$ cat config.mk
export PLATFORM = sky130hd
export DESIGN_NAME = irg_front
export DESIGN_NICKNAME = d
export VERILOG_FILES = /design/src/rtl/irg_pkg.sv /design/src/rtl/irg_front.sv
export VERILOG_INCLUDE_DIRS = /design/src /design/src/rtl
export SDC_FILE = /design/constraint.sdc
export NUM_CORES = 1
export LEC_CHECK = 0
export BUFFER_PORTS_ARGS = -buffer_cell sky130_fd_sc_hd__buf_2
export CAP_MARGIN = 30
export CORE_UTILIZATION = 48
export CTS_CLUSTER_SIZE = 30
export DETAILED_ROUTE_END_ITERATION = 8
export PLACE_DENSITY_LB_ADDON = 0.1
export SYNTH_ARGS = -nofsm -noshare
export SYNTH_HDL_FRONTEND = slang
export SYNTH_SLANG_ARGS = --single-unit
$ cat constraint.sdc
create_clock -name clock -period 2.2 [get_ports clock]
set_clock_uncertainty 0.2 [all_clocks]
set_input_delay 0.44 -clock clock [delete_from_list [all_inputs] [get_ports clock]]
set_output_delay 0.44 -clock clock [all_outputs]
set_load 0.005 [all_outputs]
$ cat src/rtl/isaac_random_generator_defines.svh
// assertion macros shared by the isaac generator modules
// no dependencies
`ifndef ISAAC_RANDOM_GENERATOR_DEFINES_SVH
`define ISAAC_RANDOM_GENERATOR_DEFINES_SVH

// implication checked on every rising clock edge outside reset
`define IRG_ASSERT_IMPL(label, clk, rst, ante, cons, msg) \
   label: assert property (@(posedge clk) disable iff (rst) (ante) |-> (cons)) else $error(msg);

// implication checked in the cycle after the antecedent
`define IRG_ASSERT_NEXT(label, clk, rst, ante, cons, msg) \
   label: assert property (@(posedge clk) disable iff (rst) (ante) |=> (cons)) else $error(msg);

`endif

$ cat src/rtl/irg_pkg.sv
// package for the isaac generator: commands, constants, queue word type
// no dependencies
package irg_pkg;
   localparam int unsigned SizeLog2Default = 4;
   localparam logic [31:0] Golden = 32'h9e3779b9;

   typedef enum logic [1:0] {
      FUNC_NEXT   = 2'd0,
      FUNC_SEED   = 2'd1,
      FUNC_INIT_S = 2'd2,
      FUNC_INIT_U = 2'd3
   } func_type;

   typedef struct packed {
      func_type    func;
      logic [3:0]  seed_index;
      logic [31:0] seed_value;
   } cmd_type;

   // half a scramble round over eight words, first four lines or last four lines
   function automatic logic [255:0] scramble_half(input logic [255:0] vin, input logic upper);
      logic [31:0] v [8];
      logic [255:0] r;
      for (int k = 0; k < 8; k++) v[k] = vin[32*k +: 32];
      if (!upper) begin
         v[0] ^= v[1] << 11; v[3] += v[0]; v[1] += v[2];
         v[1] ^= v[2] >> 2;  v[4] += v[1]; v[2] += v[3];
         v[2] ^= v[3] << 8;  v[5] += v[2]; v[3] += v[4];
         v[3] ^= v[4] >> 16; v[6] += v[3]; v[4] += v[5];
      end else begin
         v[4] ^= v[5] << 10; v[7] += v[4]; v[5] += v[6];
         v[5] ^= v[6] >> 4;  v[0] += v[5]; v[6] += v[7];
         v[6] ^= v[7] << 8;  v[1] += v[6]; v[7] += v[0];
         v[7] ^= v[0] >> 9;  v[2] += v[7]; v[0] += v[1];
      end
      for (int k = 0; k < 8; k++) r[32*k +: 32] = v[k];
      return r;
   endfunction
endpackage

$ cat src/rtl/irg_front.sv
// front end: two-entry command queue between the request port and the engine
// depends on irg_pkg
module irg_front (
   input  logic             clock,
   input  logic             reset,
   input  logic             req_push,
   output logic             req_full,
   input  irg_pkg::cmd_type req_cmd,
   output logic             cmd_valid,
   input  logic             cmd_take,
   output irg_pkg::cmd_type cmd_out
);
   import irg_pkg::*;
   `include "isaac_random_generator_defines.svh"

   cmd_type    q_ff [2];
   cmd_type    q_in [2];
   logic [1:0] cnt_ff, cnt_in;
   logic       push_ok, pop_ok;

   assign req_full  = (cnt_ff == 2'd2);
   assign push_ok   = req_push && !req_full;
   assign cmd_valid = (cnt_ff != 2'd0);
   assign pop_ok    = cmd_take && cmd_valid;
   assign cmd_out   = q_ff[0];

   always_comb begin
      q_in[0] = q_ff[0];
      q_in[1] = q_ff[1];
      if (pop_ok) q_in[0] = q_ff[1];
      if (push_ok) begin
         if (cnt_ff == 2'd0 || (cnt_ff == 2'd1 && pop_ok)) q_in[0] = req_cmd;
         else q_in[1] = req_cmd;
      end
      cnt_in = cnt_ff + {1'b0, push_ok} - {1'b0, pop_ok};
   end

   always_ff @(posedge clock) begin
      q_ff <= q_in;
      if (reset) cnt_ff <= 2'd0;
      else cnt_ff <= cnt_in;
   end

   `IRG_ASSERT_IMPL(a_cnt_range, clock, reset, 1'b1, cnt_ff != 2'd3, "queue count out of range")
   `IRG_ASSERT_NEXT(a_push_only, clock, reset, push_ok && !pop_ok, cnt_ff == $past(cnt_ff) + 2'd1,
      "push lost")
   `IRG_ASSERT_IMPL(a_pop_valid, clock, reset, pop_ok, cnt_ff != 2'd0, "pop from empty queue")
endmodule

After elaboration in Yosys (flattened, before gate mapping)
Index checks and enable logic that the tools add are counted.
- output and inout bits: 40
- memories: 0
- bits in read-only memories: 0
- word-level logic and storage cells: 24
- input bits: 42
- latch bits: 0
- register bits: 78
- bits in writable memories: 0
- multiplexer cells: 4
- magnitude comparators: 0
- bitwise gates (word level): 1
- multipliers: 0
- reductions and logical operators: 8
- shifts and indexed selects: 0
- divide/modulo/power cells: 0
- equality and inequality tests: 2
- add/subtract/negate cells: 2
- operators with widths (cell ; count):
    $mux 38 ; 3
    $mux 76 ; 1
    $logic_and 1x1->1 ; 3
    $add 2x1->2 ; 1
    $eq 2x1->1 const B ; 1
    $eq 2x2->1 const B ; 1
    $logic_not 2->1 ; 1
    $reduce_and 2->1 ; 1
    $reduce_bool 2->1 ; 1
    $sub 2x1->2 ; 1
    $logic_not 1->1 ; 1
    $logic_or 1x1->1 ; 1
    $not 1->1 ; 1

Logic depth before layout (Yosys ltp)
- word-level depth: 6
- depth in mapped cells: 6
- depth with buffers taken out: 6

Worst setup path after synthesis
Ideal clock, no wire load.
- path kind: input port to flip-flop
- from: input port cmd_take
- to: register q_ff[0] in the netlist's numbering (enable)
- stages on the path: 2
- setup time: 0.399 ns
- arrival time: 1.485 ns
- setup slack: 0.115 ns
- cells stage by stage: nand2b_1 > and3_1
- cells in the longest elaborated chain, start to end: 5
- RTL lines (what ; RTL line ; source):
    from (decl) ; irg_front.sv:10 ; input logic cmd_take,
    $logic_and 1x1->1 ; irg_front.sv:24 ; assign pop_ok = cmd_take && cmd_valid;
    $logic_and 1x1->1 ; irg_front.sv:32 ; if (cnt_ff == 2'd0 || (cnt_ff == 2'd1 && pop_ok)) q_in[0] = req_cmd;
    $logic_or 1x1->1 ; irg_front.sv:32 ;
    $not 1->1 (no source line) ; n/a ;
    $reduce_and 2->1 (no source line) ; n/a ;
    to (signal assigned) ; irg_front.sv:39 ; q_ff <= q_in;
    to (decl) ; irg_front.sv:16 ; cmd_type q_ff [2];
No other way between the ends.
A chain may end at the register's enable or synchronous reset.

Final worst setup path
- from: register cnt_ff[0]
- to: output port cmd_valid
- cells in the longest elaborated chain, start to end: 1
- RTL lines (what ; RTL line ; source):
    from (decl) ; irg_front.sv:18 ; logic [1:0] cnt_ff, cnt_in;
    from (signal assigned) ; irg_front.sv:41 ; else cnt_ff <= cnt_in;
    $reduce_bool 2->1 ; irg_front.sv:23 ; assign cmd_valid = (cnt_ff != 2'd0);
    to (decl) ; irg_front.sv:9 ; output logic cmd_valid,
No other way between the ends.

==> summary.md <==
| Metric | Value |
|---|---|
| Die Y | 85.4 microns |
| Area of the multi-input gates | 1060 sq um |
| Worst Path Max Fanout | 7 |
| Drt total wl | 5050 microns |
| Yosys top cell area share | 34.2% |
| RSZ-0062 raised after global routing | no |
| Fin crit period | 1.78 ns |
| IO buf count | 81 |
| Crit path required time | about 1.6 ns |
| CTS-repair resized insts | 0 |
| CTS buffer count | 9 |
| Yosys warnings | 0 |
| I/O pins | 82 |
| Number of global-route vias before repair | approximately 1.7k |
| Fill cells | 576 |
| CP Class | register to output pin |
| WP data arrival | 1.14 ns |
| Fin util | 55.8% |
| WHS Path Cells | 1 |
| Hold buffer count at cts | 0 |
| Slew of the pin with the lowest slew margin | 0.313 ns |
| Post-DP HPWL | 3410 microns |
| Sequential area share after synthesis | between 50 and 60% |
| Outcome | completed |
| Core area | 6760 sq um |
| Maxcap violations | 0 |
| Clock latency on the worst-skew pair | 0.34 ns |
| Starting Density | 49.4% |
| Clock sink count | 78 |
| Reg2reg path depth | 4 |
| Share of cells above drive strength 1 | 65.3% |
| Syn-to-layout area delta | 12.9% |
| Worst-path cell chain | inv_1, nand2_1, buf_2 |
| Layout Nets | 312 |
| Row count | 30 |
| Largest cells by area after synthesis | edfxtp_1 34%, dfxtp_1 24%, mux2_2 19%, buf_4 9.0%, mux2_4 9.0% |
| Leakage | 1.60 nW |
| Largest net degree at the start of global routing | 29 |
| Worst path slowest cell | dfxtp_1 |
| Die area | around 7300 sq um |
| Placer Congestion | 0.664 |
| Worst min-delay path category | input pin to register |
| Syn avg cell area | around 15 sq um |
| R2R Setup Slk | 0.43 ns |
| CP endpoint kind | output pin |
| Worst vdd ir | 0.000512 V |
| Yosys reg bits | 78 |
| PD cells | 1320 nW/um^2 |
| Pwr Total | 4.98 mW |
| F_max | 561 MHz |
| DRT Pass-1 Iters | 6 |
| Via count | 1,713 |
| Leading cell type in the layout, fill and taps excluded | buf_2 |
| Synth cell types | 20 |
| Area of placed instances | 3610 sq um |
| Antenna Violating Nets Remaining | 0 |
| Cell count after synthesis | 217 |
| Largest area contributor in the netlist | edfxtp_1 |
| DRC violations left | 0 |
| Setup bufs post-CTS | 0 |
| Fin. Hold Viols | 0 |
| Clock transition at path regs | ~0.070 ns |
| Initial antenna violation count | 0 |
| Max-slew violation count | 0 |
| Clk root buf | clkbuf_8 |
| Max-Slew Margin vs Limit | 79.2% |
| Setup TNS | 0 ns |
| First-pass GRT wire length | 8150 microns |
| Final period util | slightly above 80% |
| # setup viols final | 0 |
| Mapped Area | around 3300 sq um |
| Max H-tree Level | 3 |
| Remaining global-route overflow | 0 |
| Reg area | ~2000 sq um |
| First DRT Iteration DRCs | 34 |
| Crit start category | register |
| Wirelength per Cell | approximately 14 microns |
| GRT Util Overall | 15.1% |
| Slowest Stage Delay on Critical Path | between 0.4 and 0.5 ns |
| Mapped Nets | 260 |
| Clock buffer depth | 2 |
| Commonest non-fill, non-tap cells in the layout | 81 x buf_2, 57 x mux2_2, 40 x dfxtp_1 |
| Finished Cell Area | 3770 sq um |
| CTS tree | done |
| N_diodes | 0 |
| Routed vias/inst | roughly 4.8 |
| DIE WIDTH | 85.4 microns |
metal layers:
layer	up-vias	global-route usage [%]	wire length (microns)
met1	808	19.4	2350
met4	0	8.64	114
met2	51	21.9	2210
met5	-	0	0
li1	844	-	-
met3	10	5.45	380
cell type report:
| cell class | count | share of cell area [%] |
|---|---|---|
| Sequential cell | 78 | 51.5 |
| Clock inverter | 2 | 0.265 |
| Multi-Input combinational cell | 91 | 28.1 |
| Tap cell | 80 | 2.65 |
| Clock buffer | 14 | 4.05 |
| Inverter | 2 | 0.199 |
| Timing Repair Buffer | 87 | 13.3 |
cell usage after synthesis:
master and n:
nand2_1 1, ha_1 1, and3_1 1, buf_2 3, mux2_4 20, dfxtp_1 40
o21ai_0 1, o21ai_2 1, o211ai_2 1, nor2b_1 2, mux2_2 57, a21boi_0 1
nand2b_1 1, nor2_1 2, edfxtp_1 38, buf_4 40, xor2_1 1, inv_1 2
buf_6 3, o32ai_1 1
where the power goes:
part / leakage [nW] / switching [mW] / internal (mW)
Combinational: 0.832 / 0.675 / 1.21
Clock: 0.0844 / 0.473 / 0.439
Sequential: 0.683 / 0.192 / 1.99
Total: 1.60 / 1.34 / 3.64
worst paths after layout:
check | from | to
setup / recovery | cnt_ff[0]$_SDFF_PP0_ | cmd_valid
hold / removal | req_cmd[10] | q_ff[10]$_DFFE_PP_
setup reg to reg | cnt_ff[0]$_SDFF_PP0_ | cmd_out[16]$_DFF_P_
hold reg to reg | q_ff[34]$_DFFE_PP_ | cmd_out[34]$_DFF_P_
flip-flops by register name (all words and copies together), names as in the netlist:
signal / cells
cmd_out: 38
cnt_ff: 2
q_ff: 38
through the flow:
step                      hold WS, ns  cells  setup WS, ns
final                          0.0846    354         0.416
after CTS                      0.0671    354         0.392
after global placement          0.377    338         0.353
after floorplan                 0.312    217         0.115
after global routing           0.0686    354         0.314
after detailed placement        0.385    338         0.328
critical path, delay by kind of cell (launching register included):
| family | cells | cell delay [ns] |
|---|---|---|
| flops | 1 | 0.47 |
| buf+inv | 2 | 0.25 |
| simple gates | 1 | 0.09 |
kinds of logic (layout without fill, tap and decap cells):
group | Yosys count | count (layout) | synth area share [%]
AND/OR/NAND/NOR | 7 | 7 | 1.09
XOR/XNOR | 1 | 1 | 0.262
multiplexers | 77 | 77 | 28.2
AO/OA/AOI/OAI | 5 | 5 | 1.27
flip-flops | 78 | 78 | 58.1
buffers and inverters | 48 | 105 | 10.7
adder cells (fa/ha/maj) | 1 | 1 | 0.374
Power figures use the tool's default switching activity.
